===== src/design/hdls_pkg.sv =====
// Shared types and constants for the hazard DAG level scheduler.
// Used by the controller, the datapath, the top level and the checker.
`default_nettype none

package hdls_pkg;

  // Command codes carried in the input tuser field.
  localparam logic [1:0] MODE_ADD   = 2'd0;
  localparam logic [1:0] MODE_SCHED = 2'd1;
  localparam logic [1:0] MODE_CLEAR = 2'd2;

  // Result status codes carried in the output tuser field.
  localparam logic [1:0] ST_OK    = 2'd0;
  localparam logic [1:0] ST_DUP   = 2'd1;
  localparam logic [1:0] ST_FULL  = 2'd2;
  localparam logic [1:0] ST_CYCLE = 2'd3;

  // Fixed field widths of the stream payloads.
  localparam int MASK_W     = 32;
  localparam int NODE_W     = 5;
  localparam int LEVEL_W    = 5;
  localparam int IN_DATA_W  = 104;
  localparam int OUT_DATA_W = 16;

  // Commands from the controller to the datapath.
  typedef struct packed {
    logic capture;     // latch an add item and restart the row walk
    logic sch_init;    // load remaining and done sets for a schedule
    logic add_step;    // process one earlier row for the node being added
    logic add_commit;  // write the new row and present the add result
    logic full_rsp;    // present the table-full result
    logic clr;         // empty the table and present the clear result
    logic eval_step;   // test one row for readiness in this round
    logic emit;        // present the lowest ready node
    logic cyc_emit;    // present the cycle result
  } cmd_t;

  // Status from the datapath to the controller.
  typedef struct packed {
    logic out_free;        // output register can take a result this cycle
    logic count_zero;      // table holds no node
    logic table_full;      // table holds the maximum number of nodes
    logic scan_done;       // row walk is at the last valid row
    logic remaining_zero;  // no running node left to release
    logic ready_zero;      // this round released nothing
    logic ready_one;       // one ready node left to present in this round
    logic emit_final;      // the node being presented is the last one overall
  } stat_t;

endpackage

`default_nettype wire


===== src/design/hdls_datapath.sv =====
// Datapath of the hazard DAG level scheduler: node table, row walk, schedule
// sets and the output register. Depends on hdls_pkg; driven by hdls_ctrl.
`default_nettype none

module hdls_datapath #(
  parameter int MAX_NODES     = 32,
  parameter int NUM_RESOURCES = 32
) (
  input  wire logic                                clk,
  input  wire logic                                rst_n,
  input  wire hdls_pkg::cmd_t                      cmd,
  output hdls_pkg::stat_t                          stat,
  input  wire logic [hdls_pkg::IN_DATA_W-1:0]      in_tdata,
  output logic                                     out_tvalid,
  input  wire logic                                out_tready,
  output logic [hdls_pkg::OUT_DATA_W-1:0]          out_tdata,
  output logic [1:0]                               out_tuser,
  output logic                                     out_tlast
);

  localparam int RES_W   = (NUM_RESOURCES < hdls_pkg::MASK_W) ? NUM_RESOURCES
                                                               : hdls_pkg::MASK_W;
  localparam int IDX_W   = $clog2(MAX_NODES);
  localparam int CNT_W   = $clog2(MAX_NODES + 1);
  localparam int NODE_W  = hdls_pkg::NODE_W;
  localparam int LEVEL_W = hdls_pkg::LEVEL_W;

  // Input item fields.
  logic [hdls_pkg::MASK_W-1:0] in_rd, in_wr, in_deps;
  logic                        in_fin, in_run;

  // Node table.
  logic [MAX_NODES-1:0] dep_rows_r   [MAX_NODES];
  logic [RES_W-1:0]     read_rows_r  [MAX_NODES];
  logic [RES_W-1:0]     write_rows_r [MAX_NODES];
  logic [MAX_NODES-1:0] final_r, run_bits_r;
  logic [RES_W-1:0]     produced_r;
  logic [CNT_W-1:0]     count_r;

  // Item being added.
  logic [RES_W-1:0]     rd_r, wr_r;
  logic                 fin_r, run_r;
  logic [MAX_NODES-1:0] deps_r;

  // Walk and schedule sets.
  logic [IDX_W-1:0]     j_r;
  logic [MAX_NODES-1:0] remaining_r, done_r, ready_r;
  logic [LEVEL_W-1:0]   round_r;

  // Output register.
  logic                  out_valid_r, out_last_r;
  logic [NODE_W-1:0]     out_node_r;
  logic [LEVEL_W-1:0]    out_level_r;
  logic [1:0]            out_status_r;

  logic [MAX_NODES-1:0] valid_mask;
  logic [IDX_W-1:0]     idx_new;
  logic [IDX_W-1:0]     ready_low, rem_low;
  logic [MAX_NODES-1:0] ready_low_bit;
  logic                 row_hit, row_back, row_ready, out_free, out_load;

  assign in_rd   = in_tdata[31:0];
  assign in_wr   = in_tdata[63:32];
  assign in_fin  = in_tdata[64];
  assign in_deps = in_tdata[96:65];
  assign in_run  = in_tdata[97];

  assign idx_new = count_r[IDX_W-1:0];

  // Bits of node indexes that exist in the table.
  always_comb begin
    for (int i = 0; i < MAX_NODES; i++) begin
      valid_mask[i] = (CNT_W'(i) < count_r);
    end
  end

  // Lowest set bit of the ready set and of the remaining set.
  always_comb begin
    ready_low = '0;
    rem_low   = '0;
    for (int i = MAX_NODES - 1; i >= 0; i--) begin
      if (ready_r[i]) begin
        ready_low = IDX_W'(i);
      end
      if (remaining_r[i]) begin
        rem_low = IDX_W'(i);
      end
    end
  end

  assign ready_low_bit = MAX_NODES'(1) << ready_low;

  // Per-row tests at the walk index.
  assign row_hit   = (fin_r & final_r[j_r]) | (|(write_rows_r[j_r] & rd_r));
  assign row_back  = |(read_rows_r[j_r] & wr_r);
  assign row_ready = remaining_r[j_r] & ((dep_rows_r[j_r] & ~done_r) == '0);

  assign out_free = !out_valid_r || out_tready;
  assign out_load = cmd.add_commit | cmd.full_rsp | cmd.clr | cmd.emit | cmd.cyc_emit;

  // Status toward the controller.
  always_comb begin
    stat.out_free       = out_free;
    stat.count_zero     = (count_r == '0);
    stat.table_full     = (count_r == CNT_W'(MAX_NODES));
    stat.scan_done      = ((CNT_W'(j_r) + CNT_W'(1)) == count_r);
    stat.remaining_zero = (remaining_r == '0);
    stat.ready_zero     = (ready_r == '0);
    stat.ready_one      = (ready_r == ready_low_bit);
    stat.emit_final     = ((remaining_r & ~ready_low_bit) == '0);
  end

  // Control state: table occupancy, schedule sets, walk index and output valid.
  always_ff @(posedge clk) begin
    if (!rst_n) begin
      count_r     <= '0;
      final_r     <= '0;
      run_bits_r  <= '0;
      produced_r  <= '0;
      j_r         <= '0;
      remaining_r <= '0;
      done_r      <= '0;
      ready_r     <= '0;
      round_r     <= '0;
      out_valid_r <= 1'b0;
    end else begin
      if (cmd.capture) begin
        j_r <= '0;
      end
      if (cmd.sch_init) begin
        j_r         <= '0;
        remaining_r <= run_bits_r & valid_mask;
        done_r      <= valid_mask & ~run_bits_r;
        ready_r     <= '0;
        round_r     <= '0;
      end
      if (cmd.add_step) begin
        j_r <= stat.scan_done ? '0 : j_r + IDX_W'(1);
      end
      if (cmd.add_commit) begin
        final_r[idx_new]    <= fin_r;
        run_bits_r[idx_new] <= run_r;
        produced_r          <= produced_r | wr_r;
        count_r             <= count_r + CNT_W'(1);
      end
      if (cmd.clr) begin
        count_r    <= '0;
        final_r    <= '0;
        run_bits_r <= '0;
        produced_r <= '0;
      end
      if (cmd.eval_step) begin
        ready_r[j_r] <= row_ready;
        j_r          <= stat.scan_done ? '0 : j_r + IDX_W'(1);
      end
      // Releasing a node retires it; the round advances after its last node.
      if (cmd.emit) begin
        ready_r[ready_low]     <= 1'b0;
        remaining_r[ready_low] <= 1'b0;
        done_r[ready_low]      <= 1'b1;
        if (stat.ready_one) begin
          round_r <= round_r + LEVEL_W'(1);
        end
      end
      if (out_load) begin
        out_valid_r <= 1'b1;
      end else if (out_tready) begin
        out_valid_r <= 1'b0;
      end
    end
  end

  // Payload: node rows, the item being added and the output fields.
  always_ff @(posedge clk) begin
    if (cmd.capture) begin
      rd_r   <= in_rd[RES_W-1:0];
      wr_r   <= in_wr[RES_W-1:0];
      fin_r  <= in_fin;
      run_r  <= in_run;
      deps_r <= in_deps[MAX_NODES-1:0] & valid_mask;
    end
    // Earlier hazards feed the new row; earlier readers of its writes gain it.
    if (cmd.add_step) begin
      if (row_hit) begin
        deps_r[j_r] <= 1'b1;
      end
      if (row_back) begin
        dep_rows_r[j_r][idx_new] <= 1'b1;
      end
    end
    if (cmd.add_commit) begin
      dep_rows_r[idx_new]   <= deps_r;
      read_rows_r[idx_new]  <= rd_r;
      write_rows_r[idx_new] <= wr_r;
    end
    // Result fields for each kind of result.
    if (cmd.add_commit) begin
      out_node_r   <= NODE_W'(idx_new);
      out_level_r  <= '0;
      out_status_r <= (|(wr_r & produced_r)) ? hdls_pkg::ST_DUP : hdls_pkg::ST_OK;
      out_last_r   <= 1'b1;
    end
    if (cmd.full_rsp) begin
      out_node_r   <= '0;
      out_level_r  <= '0;
      out_status_r <= hdls_pkg::ST_FULL;
      out_last_r   <= 1'b1;
    end
    if (cmd.clr) begin
      out_node_r   <= '0;
      out_level_r  <= '0;
      out_status_r <= hdls_pkg::ST_OK;
      out_last_r   <= 1'b1;
    end
    if (cmd.emit) begin
      out_node_r   <= NODE_W'(ready_low);
      out_level_r  <= round_r;
      out_status_r <= hdls_pkg::ST_OK;
      out_last_r   <= stat.ready_one & stat.emit_final;
    end
    if (cmd.cyc_emit) begin
      out_node_r   <= NODE_W'(rem_low);
      out_level_r  <= round_r;
      out_status_r <= hdls_pkg::ST_CYCLE;
      out_last_r   <= 1'b1;
    end
  end

  assign out_tvalid = out_valid_r;
  assign out_tdata  = {6'd0, out_level_r, out_node_r};
  assign out_tuser  = out_status_r;
  assign out_tlast  = out_last_r;

endmodule

`default_nettype wire


===== src/design/hdls_ctrl.sv =====
// Controller of the hazard DAG level scheduler: sequences add, schedule and
// clear commands. Depends on hdls_pkg; drives hdls_datapath.
`default_nettype none

module hdls_ctrl (
  input  wire logic            clk,
  input  wire logic            rst_n,
  input  wire logic            in_tvalid,
  output logic                 in_tready,
  input  wire logic [1:0]      in_tuser,
  input  wire hdls_pkg::stat_t stat,
  output hdls_pkg::cmd_t       cmd
);

  typedef enum logic [3:0] {
    S_IDLE,
    S_ADD_SCAN,
    S_ADD_COMMIT,
    S_FULL,
    S_CLEAR,
    S_SCH_CHECK,
    S_EVAL,
    S_DECIDE,
    S_EMIT,
    S_CYCLE
  } state_t;

  state_t state_r, state_nxt;
  logic   accept;

  assign in_tready = (state_r == S_IDLE);
  assign accept    = in_tvalid && in_tready;

  // Next state and datapath commands.
  always_comb begin
    state_nxt = state_r;
    cmd       = '0;
    case (state_r)
      S_IDLE: begin
        if (accept) begin
          case (in_tuser)
            hdls_pkg::MODE_ADD: begin
              cmd.capture = 1'b1;
              if (stat.table_full) begin
                state_nxt = S_FULL;
              end else if (stat.count_zero) begin
                state_nxt = S_ADD_COMMIT;
              end else begin
                state_nxt = S_ADD_SCAN;
              end
            end
            hdls_pkg::MODE_SCHED: begin
              cmd.sch_init = 1'b1;
              state_nxt    = S_SCH_CHECK;
            end
            hdls_pkg::MODE_CLEAR: begin
              state_nxt = S_CLEAR;
            end
            default: begin
              state_nxt = S_IDLE;
            end
          endcase
        end
      end
      S_ADD_SCAN: begin
        cmd.add_step = 1'b1;
        if (stat.scan_done) begin
          state_nxt = S_ADD_COMMIT;
        end
      end
      S_ADD_COMMIT: begin
        if (stat.out_free) begin
          cmd.add_commit = 1'b1;
          state_nxt      = S_IDLE;
        end
      end
      S_FULL: begin
        if (stat.out_free) begin
          cmd.full_rsp = 1'b1;
          state_nxt    = S_IDLE;
        end
      end
      S_CLEAR: begin
        if (stat.out_free) begin
          cmd.clr   = 1'b1;
          state_nxt = S_IDLE;
        end
      end
      S_SCH_CHECK: begin
        state_nxt = stat.remaining_zero ? S_IDLE : S_EVAL;
      end
      S_EVAL: begin
        cmd.eval_step = 1'b1;
        if (stat.scan_done) begin
          state_nxt = S_DECIDE;
        end
      end
      S_DECIDE: begin
        state_nxt = stat.ready_zero ? S_CYCLE : S_EMIT;
      end
      S_EMIT: begin
        if (stat.out_free) begin
          cmd.emit = 1'b1;
          if (stat.ready_one) begin
            state_nxt = stat.emit_final ? S_IDLE : S_EVAL;
          end
        end
      end
      S_CYCLE: begin
        if (stat.out_free) begin
          cmd.cyc_emit = 1'b1;
          state_nxt    = S_IDLE;
        end
      end
      default: begin
        state_nxt = S_IDLE;
      end
    endcase
  end

  // State register.
  always_ff @(posedge clk) begin
    if (!rst_n) begin
      state_r <= S_IDLE;
    end else begin
      state_r <= state_nxt;
    end
  end

endmodule

`default_nettype wire


===== src/design/hazard_dag_level_scheduler.sv =====
// Top level of the hazard DAG level scheduler: joins controller and datapath.
// Depends on hdls_pkg, hdls_ctrl and hdls_datapath.
//
// Channel  Dir  Handshake            Payload
// in_      in   in_tvalid/in_tready  tuser: mode; tdata: masks, flags, deps
// out_     out  out_tvalid/out_tready tuser: status; tdata: node, level; tlast
//
// Adding a node runs the accept step, a row walk over every stored node and a
// commit step, or a table-full step if the table is full. A schedule runs the
// accept step, a check step and, per round, a readiness test of every stored
// node, a decision step and the release of each ready node in turn, or a cycle
// step if no node is ready. Clear runs the accept step and a clear step.
// Reset is synchronous, active low, and empties the table at once.
// A stalled output holds the controller in the state that loads the next result;
// the next item is taken once the current one has placed its last result, if
// any, in the output register.
`default_nettype none

module hazard_dag_level_scheduler #(
  parameter int MAX_NODES     = 32,
  parameter int NUM_RESOURCES = 32
) (
  input  wire logic                                clk,
  input  wire logic                                rst_n,
  input  wire logic                                in_tvalid,
  output logic                                     in_tready,
  // [31:0] read_mask, [63:32] write_mask, [64] writes_final,
  // [96:65] explicit_deps, [97] run_node, [103:98] zero
  input  wire logic [hdls_pkg::IN_DATA_W-1:0]      in_tdata,
  // [1:0] mode
  input  wire logic [1:0]                          in_tuser,
  output logic                                     out_tvalid,
  input  wire logic                                out_tready,
  // [4:0] node_index, [9:5] level, [15:10] zero
  output logic [hdls_pkg::OUT_DATA_W-1:0]          out_tdata,
  // [1:0] status
  output logic [1:0]                               out_tuser,
  output logic                                     out_tlast
);

  hdls_pkg::cmd_t  cmd;
  hdls_pkg::stat_t stat;

  hdls_ctrl u_ctrl (
    .clk       (clk),
    .rst_n     (rst_n),
    .in_tvalid (in_tvalid),
    .in_tready (in_tready),
    .in_tuser  (in_tuser),
    .stat      (stat),
    .cmd       (cmd)
  );

  hdls_datapath #(
    .MAX_NODES     (MAX_NODES),
    .NUM_RESOURCES (NUM_RESOURCES)
  ) u_datapath (
    .clk        (clk),
    .rst_n      (rst_n),
    .cmd        (cmd),
    .stat       (stat),
    .in_tdata   (in_tdata),
    .out_tvalid (out_tvalid),
    .out_tready (out_tready),
    .out_tdata  (out_tdata),
    .out_tuser  (out_tuser),
    .out_tlast  (out_tlast)
  );

endmodule

`default_nettype wire


===== config.mk =====
export PLATFORM = sky130hd
export DESIGN_NAME = hazard_dag_level_scheduler
export DESIGN_NICKNAME = d
export VERILOG_FILES = /design/src/design/hdls_pkg.sv /design/src/design/hdls_datapath.sv /design/src/design/hdls_ctrl.sv /design/src/design/hazard_dag_level_scheduler.sv
export SDC_FILE = /design/constraint.sdc
export NUM_CORES = 2
export LEC_CHECK = 0
export BUFFER_PORTS_ARGS = -buffer_cell sky130_fd_sc_hd__buf_2
export CORE_UTILIZATION = 45
export CTS_BUF_LIST = sky130_fd_sc_hd__clkbuf_4 sky130_fd_sc_hd__clkbuf_8
export DETAILED_ROUTE_END_ITERATION = 16
export PLACE_DENSITY_LB_ADDON = 0.05
export SLEW_MARGIN = 20
export SYNTH_ARGS = -nofsm -noshare
export SYNTH_HDL_FRONTEND = slang
export SYNTH_HIERARCHICAL = 1
export SYNTH_SLANG_ARGS = --single-unit

===== constraint.sdc =====
create_clock -name clk -period 5.6 [get_ports clk]
set_clock_uncertainty 0.1 [all_clocks]
set_input_delay 0.56 -clock clk [delete_from_list [all_inputs] [get_ports clk]]
set_output_delay 0.56 -clock clk [all_outputs]
set_load 0.02 [all_outputs]

# Yosys cells after proc, flatten, opt, wreduce, memory -nomap -nowiden
# Memories as Yosys holds them, arrays and structs flattened. A register that Yosys moved wholly into a read port is not among the register bits.
# Cells that the tools add are included.
totals:
  elab_cells: 295
  mem_bits_rw: 3072
  n_memories: 3
  latchBits: 0
  input_bits: 110
  ff_bits: 324
  rom_bits: 0
  out_inout_bits: 21
mem_list:
  columns: ["name", "depth", "word_bits", "rd", "rd_ports_with_merged_regs", "write_ports", "line_no", "rtl"]
  rows:
  - ["u_datapath.dep_rows_r", 32, 32, 1, 1, 1, "hdls_datapath.sv:33", "logic [MAX_NODES-1:0] dep_rows_r [MAX_NODES];"]
  - ["u_datapath.read_rows_r", 32, 32, 1, 1, 1, "hdls_datapath.sv:34", "logic [RES_W-1:0] read_rows_r [MAX_NODES];"]
  - ["u_datapath.write_rows_r", 32, 32, 1, 1, 1, "hdls_datapath.sv:35", "logic [RES_W-1:0] write_rows_r [MAX_NODES];"]
classes:
  magnitude_cmp: 38
  div_mod_pow: 0
  bitwise_logic: 26
  mul: 0
  reduce_logical: 24
  n_addsub: 4
  mux: 159
  eq_ne: 20
  shift: 1
ops:
  columns: ["operator", "count"]
  rows:
  - ["two-way mux 32 bit", 17]
  - ["two-way mux 5 bit", 89]
  - ["AND 32 bit", 10]
  - ["zero test 32 bit", 4]
  - ["inverter 32 bit", 4]
  - ["OR reduction 32 bit", 4]
  - ["bitwise mux 32 bit", 3]
  - ["< comparator 5 x 6 -> 1 bit, first input constant", 16]
  - ["OR 32 bit", 3]
  - ["< comparator 4 x 6 -> 1 bit, first input constant", 8]
  - ["equality test 32 bit", 1]
  - ["left shift 1 x 5 -> 32 bit, first input constant", 1]
  - ["one-hot mux 4 bit (7 select lines)", 1]
  - ["two-way mux 1 bit", 27]
  - ["< comparator 3 x 6 -> 1 bit, first input constant", 4]
  - ["two-way mux 4 bit", 6]
  - ["< comparator 5 x 6 -> 1 bit, second input constant", 3]
  - ["equality test 4 x 3 -> 1 bit, second input constant", 4]
  - ["two-way mux 2 bit", 8]
  - ["demux 1 bit (select 5 bit)", 3]
  - [">= comparator 5 x 1 -> 1 bit, second input constant", 3]
  - ["< comparator 1 x 6 -> 1 bit, first input constant", 2]
  - ["< comparator 2 x 6 -> 1 bit, first input constant", 2]
  - ["one-hot mux 4 bit (3 select lines)", 1]
  - ["other kinds (29)", 48]

# Longest topological paths before layout
depth:
  word_depth: 40
  mapped_depth: 17
  mapped_depth_nobuf: 14

# Modules after synthesis
# Netlist, hierarchy kept.
by_module_without_submodules:
  columns: ["mod", "area_each_um2", "n_inst", "seq_area_each_um2", "cells_per_inst"]
  rows:
  - ["hdls_datapath", 139322.4, 1, 89265.6, 8989]
  - ["hdls_ctrl", 570.5, 1, 80.1, 75]

# Least setup slack after synthesis
# OpenSTA, ideal clock, no wires.
synth_timing:
  kind: "input to register"
  from: "in out_tready"
  to: "mem u_datapath.dep_rows_r[23][24]"
  cell_stages: 11
  slack_ns: 0.751
  setup_time_ns: 0.133
  arrival_ns: 4.616
  path_buffers: 3
  path_cell_list: "nand2b_1 > buf_4 > inv_1 > nor4b_1 > and2_1 > clkbuf_1 > nand2_1 > inv_2 > buf_1 > mux2i_1 > o21ai_0"
synth_rtl:
  columns: ["item", "line_no", "rtl"]
  rows:
  - ["start: declaration", "hazard_dag_level_scheduler.sv:33", "input wire logic out_tready,"]
  - ["end: declaration", "hdls_datapath.sv:33", null]

==> results.md <==
* Area Growth Syn to Fin at 16.1%
* Slew Viols, Final at 0
* Io pins at 131
* Worst Tran Pin Value at 1.17 ns
* Post-route setup slack at ~0.02 ns
* Die H at about 560 um
* Initial Util at about 45%
* # fillers at ~26,000
* Placer Congestion at about 0.94
* Post-synth EDFFs at ~2,100
* GRT overflow at 0
* Critical path endpoint category: flop
* Die ar. at 313,000 um^2
* Number of max-cap violations at 0
* Routed vias at slightly below 90,000
* RSZ-0062 raised after global routing: false
* Total negative slack at 0 ns
* Crit path kind: reg -> reg
* FF+latch area at approximately 89,000 um^2
* Pre-antenna DRT Iters at 14
* # rows at between 200 and 250
* Cells after synthesis at a little over 9,000
* H-tree level count at 6
* Worst-path fanout max at 32
* Min-delay worst type: in -> reg
* Mapped Area at 140,000 um^2
* Root buf cell: clkbuf_8
* CORE AREA at slightly above 300,000 um^2
* Slew headroom at about 22%
* Skew-Pair Late Insertion Delay at between 1 and 1.5 ns
* Multi-input combinational cell area at about 47,000 um^2
* CTS tree: yes
* Most used flip-flop cell after synthesis: edfxtp_1
* Vias/cell at 6.25
* Critical path launch point type: flop
* Wire per inst at about 36 um
* Sequential element share of the synthesized area at a little under two thirds
* Initial antenna violation count at 19
* Final-stage net count at just under 10,000
* Routed wire length at roughly 510,000 um
* Die Wd at 560 um
* Crit share post-route at roughly 100%
* VDD IR max at 0.000231 V
* WHS at between 0.09 and 0.1 ns
* Number of global-route vias before repair at approximately 89,000
* Final Hold Fails at 0
* Clock slew at reported path FFs at around 0.060 ns
* Synth top area share at roughly 46%
* Final setup viols at 0
* Yosys top cell by area: edfxtp_1
* Share of synthesized registers carrying an async set or reset at 0%
* FF-to-FF setup slack at slightly above 0.02 ns
* Pre-CTS worst setup slack at 0.206 ns
* Leak at between 50 and 60 nW
* DRC violation count after routing at 18
* First-pass GRT wire length at 705,000 um
* Worst hold path depth at 2
* Bufs on Longest Clock Path at 4
* Power Density at 348 nW/um^2
* Violated checks: DRC
* Avg Cell Area, Syn at approximately 15 um^2
* Layout cells sized above 1 at a little over a quarter
* # clock sinks at about 3,400
* Post-CTS setup buffer count at 0
* Post-DP HPWL at 305,000 um
* Largest net degree at the start of global routing at 100
* Global-route usage over all layers at 32.1%
* Period minus WS final at roughly 5.6 ns
* Flops & latches, synth at approximately 3,400
* Critical Path AT at ~6.5 ns
* Initial DRC Count at around 9,600
* Fmax achieved at 179 MHz
* PortBufs at 118
* R2R cell count at 12
* ANT nets after route at 0
* CTS buffer count at approximately 590
* Syn. warnings at 6
* Outcome: complete, but fails checks
* Required @ worst endpoint at between 6 and 7 ns
* Largest cells by area after synthesis: edfxtp_1 46%, dfxtp_1 18%, mux4_2 15%
* Synth cell types at between 70 and 80
## where the power goes
| group | leakage [nW] | switching (W) | total [W] | internal, W |
|---|---|---|---|---|
| registers | 29.4 | 0.000741 | 0.0278 | 0.0271 |
| clock network | 6.27 | 0.0106 | 0.0230 | 0.0124 |
| logic | 22.0 | 0.00342 | 0.00562 | 0.00220 |
| total | 57.7 | 0.0148 | 0.0565 | 0.0416 |
## timing repair
action,4_1_cts,5_1_grt
setup endpoints to repair,0,1
hold endpoints to repair,164,0
gates resized for setup,0,7
hold buffers,174,0
## cells in the mapped netlist (7+ instances only)
cell type and instances:
o211ai_1 15, o21ai_0 1191, nand4_1 23, buf_2 69, nor3b_1 7, o31ai_1 12, a31oi_1 12, nand3_1 113
mux4_2 944, a21boi_0 10, nor4_1 31, nand3b_1 37, a22oi_1 60, a21oi_1 190, dfxtp_1 1277, nand2b_1 45
a22o_1 18, and3_1 16, a221oi_1 15, edfxtp_1 2124, mux2_2 49, buf_1 92, nor2b_1 22, clkbuf_1 571
and2_1 20, a211oi_1 10, inv_1 66, inv_2 9, o21a_1 18, or4_1 45, buf_6 32, nor3_1 24
mux2i_1 1079, a211o_1 7, or3_1 10, nand2_1 452, nor2_1 171, ha_1 12, o22ai_1 54, buf_4 27
## critical path, cell delays in order, from the launching register on
cell	delay, ns
dfxtp_4	0.81
buf_12	0.32
mux4_2	0.55
mux4_2	0.48
a222oi_1	0.73
o21ai_0	0.32
a211oi_1	0.71
buf_4	0.22
nand4_1	0.17
buf_12	0.25
nand3_1	0.19
buf_12	0.21
o21ai_0	0.12
## logic make-up after synthesis
family	Yosys count	synth area share, %
DFF	3401	63.9
buffers and inverters	869	2.64
muxes	2072	23.3
xor gates and xnor gates	10	0.0626
adders and majority gates	12	0.107
and+or+nand+nor	1039	3.54
AOI/OAI and AO/OA	1660	6.47
other	1	0.00268
## registers in the layout (all words and copies together) (netlist names), 2 cells and up, named ones only
register                 flops
u_datapath/round_r           5
u_datapath/write_rows_r   1024
u_datapath/final_r          32
u_datapath/out_tuser         2
u_ctrl/state_r               4
u_datapath/j_r               5
u_datapath/rd_r             32
u_datapath/count_r           6
u_datapath/run_bits_r       32
u_datapath/wr_r             32
u_datapath/out_node_r        5
u_datapath/dep_rows_r     1024
u_datapath/deps_r           32
u_datapath/remaining_r      32
u_datapath/done_r           32
u_datapath/produced_r       32
u_datapath/out_level_r       5
u_datapath/read_rows_r    1024
u_datapath/ready_r          32
## layout make-up
class	count	area share, %
diodes	16	0.0247
clock buffers	858	6.47
well taps	4120	3.17
repair buffers	814	5.06
flip-flops and latches	3401	55.0
inverters	76	0.291
clock inverters	182	0.813
multi-input cells	4799	29.1
## cell usage in the layout (no fill, tap or decap), types with 28 or more instances in the layout
cell type      count
clkbuf_4         208
clkbuf_8         650
dlygate4sd3_1    174
nand3_1          113
mux4_2           944
inv_1             42
clkinv_1          86
buf_4            362
o21ai_0         1191
inv_8             28
nand2_1          397
or4_1             45
clkinv_2          37
a21oi_1          190
nor2_1           171
nand2_2           31
buf_2            118
edfxtp_1        2124
nand3b_1          37
nand2b_1          43
mux2_2            49
nor4_1            28
mux2i_1         1078
buf_12           152
a22oi_1           60
o22ai_1           54
inv_6             33
dfxtp_1         1261
## routing by layer
layer / vias to the layer above / share of wire (%) / global-route usage, %
met2: 4033 / 49 / 53.1
met4: 0 / 4.6 / 14.2
met3: 984 / 6.9 / 5.16
met5: - / 0 / 0
li1: 36800 / - / -
met1: 47300 / 40 / 41.7
## worst paths after layout
check | to | startpoint
max | u_datapath/dep_rows_r[15][18] | flop
min reg2reg | u_datapath/final_r[24] | u_datapath/final_r[24]
min | u_datapath/rd_r[22] | in_tdata[22]
max reg2reg | u_datapath/dep_rows_r[15][18] | flop
## per-stage QoR
step	area [um^2]	util (%)	instances	total power (W)
4_1_cts	162000	52.5	14200	0.0568
3_5_place_dp	149000	48.1	13000	0.0338
5_1_grt	162000	52.5	14300	0.0582
2_1_floorplan	140000	-	9069	0.0314
3_3_place_gp	149000	48.1	13000	0.0337
6_report	162000	52.5	14300	0.0565
Note: power is estimated with default switching activity, not from simulation.
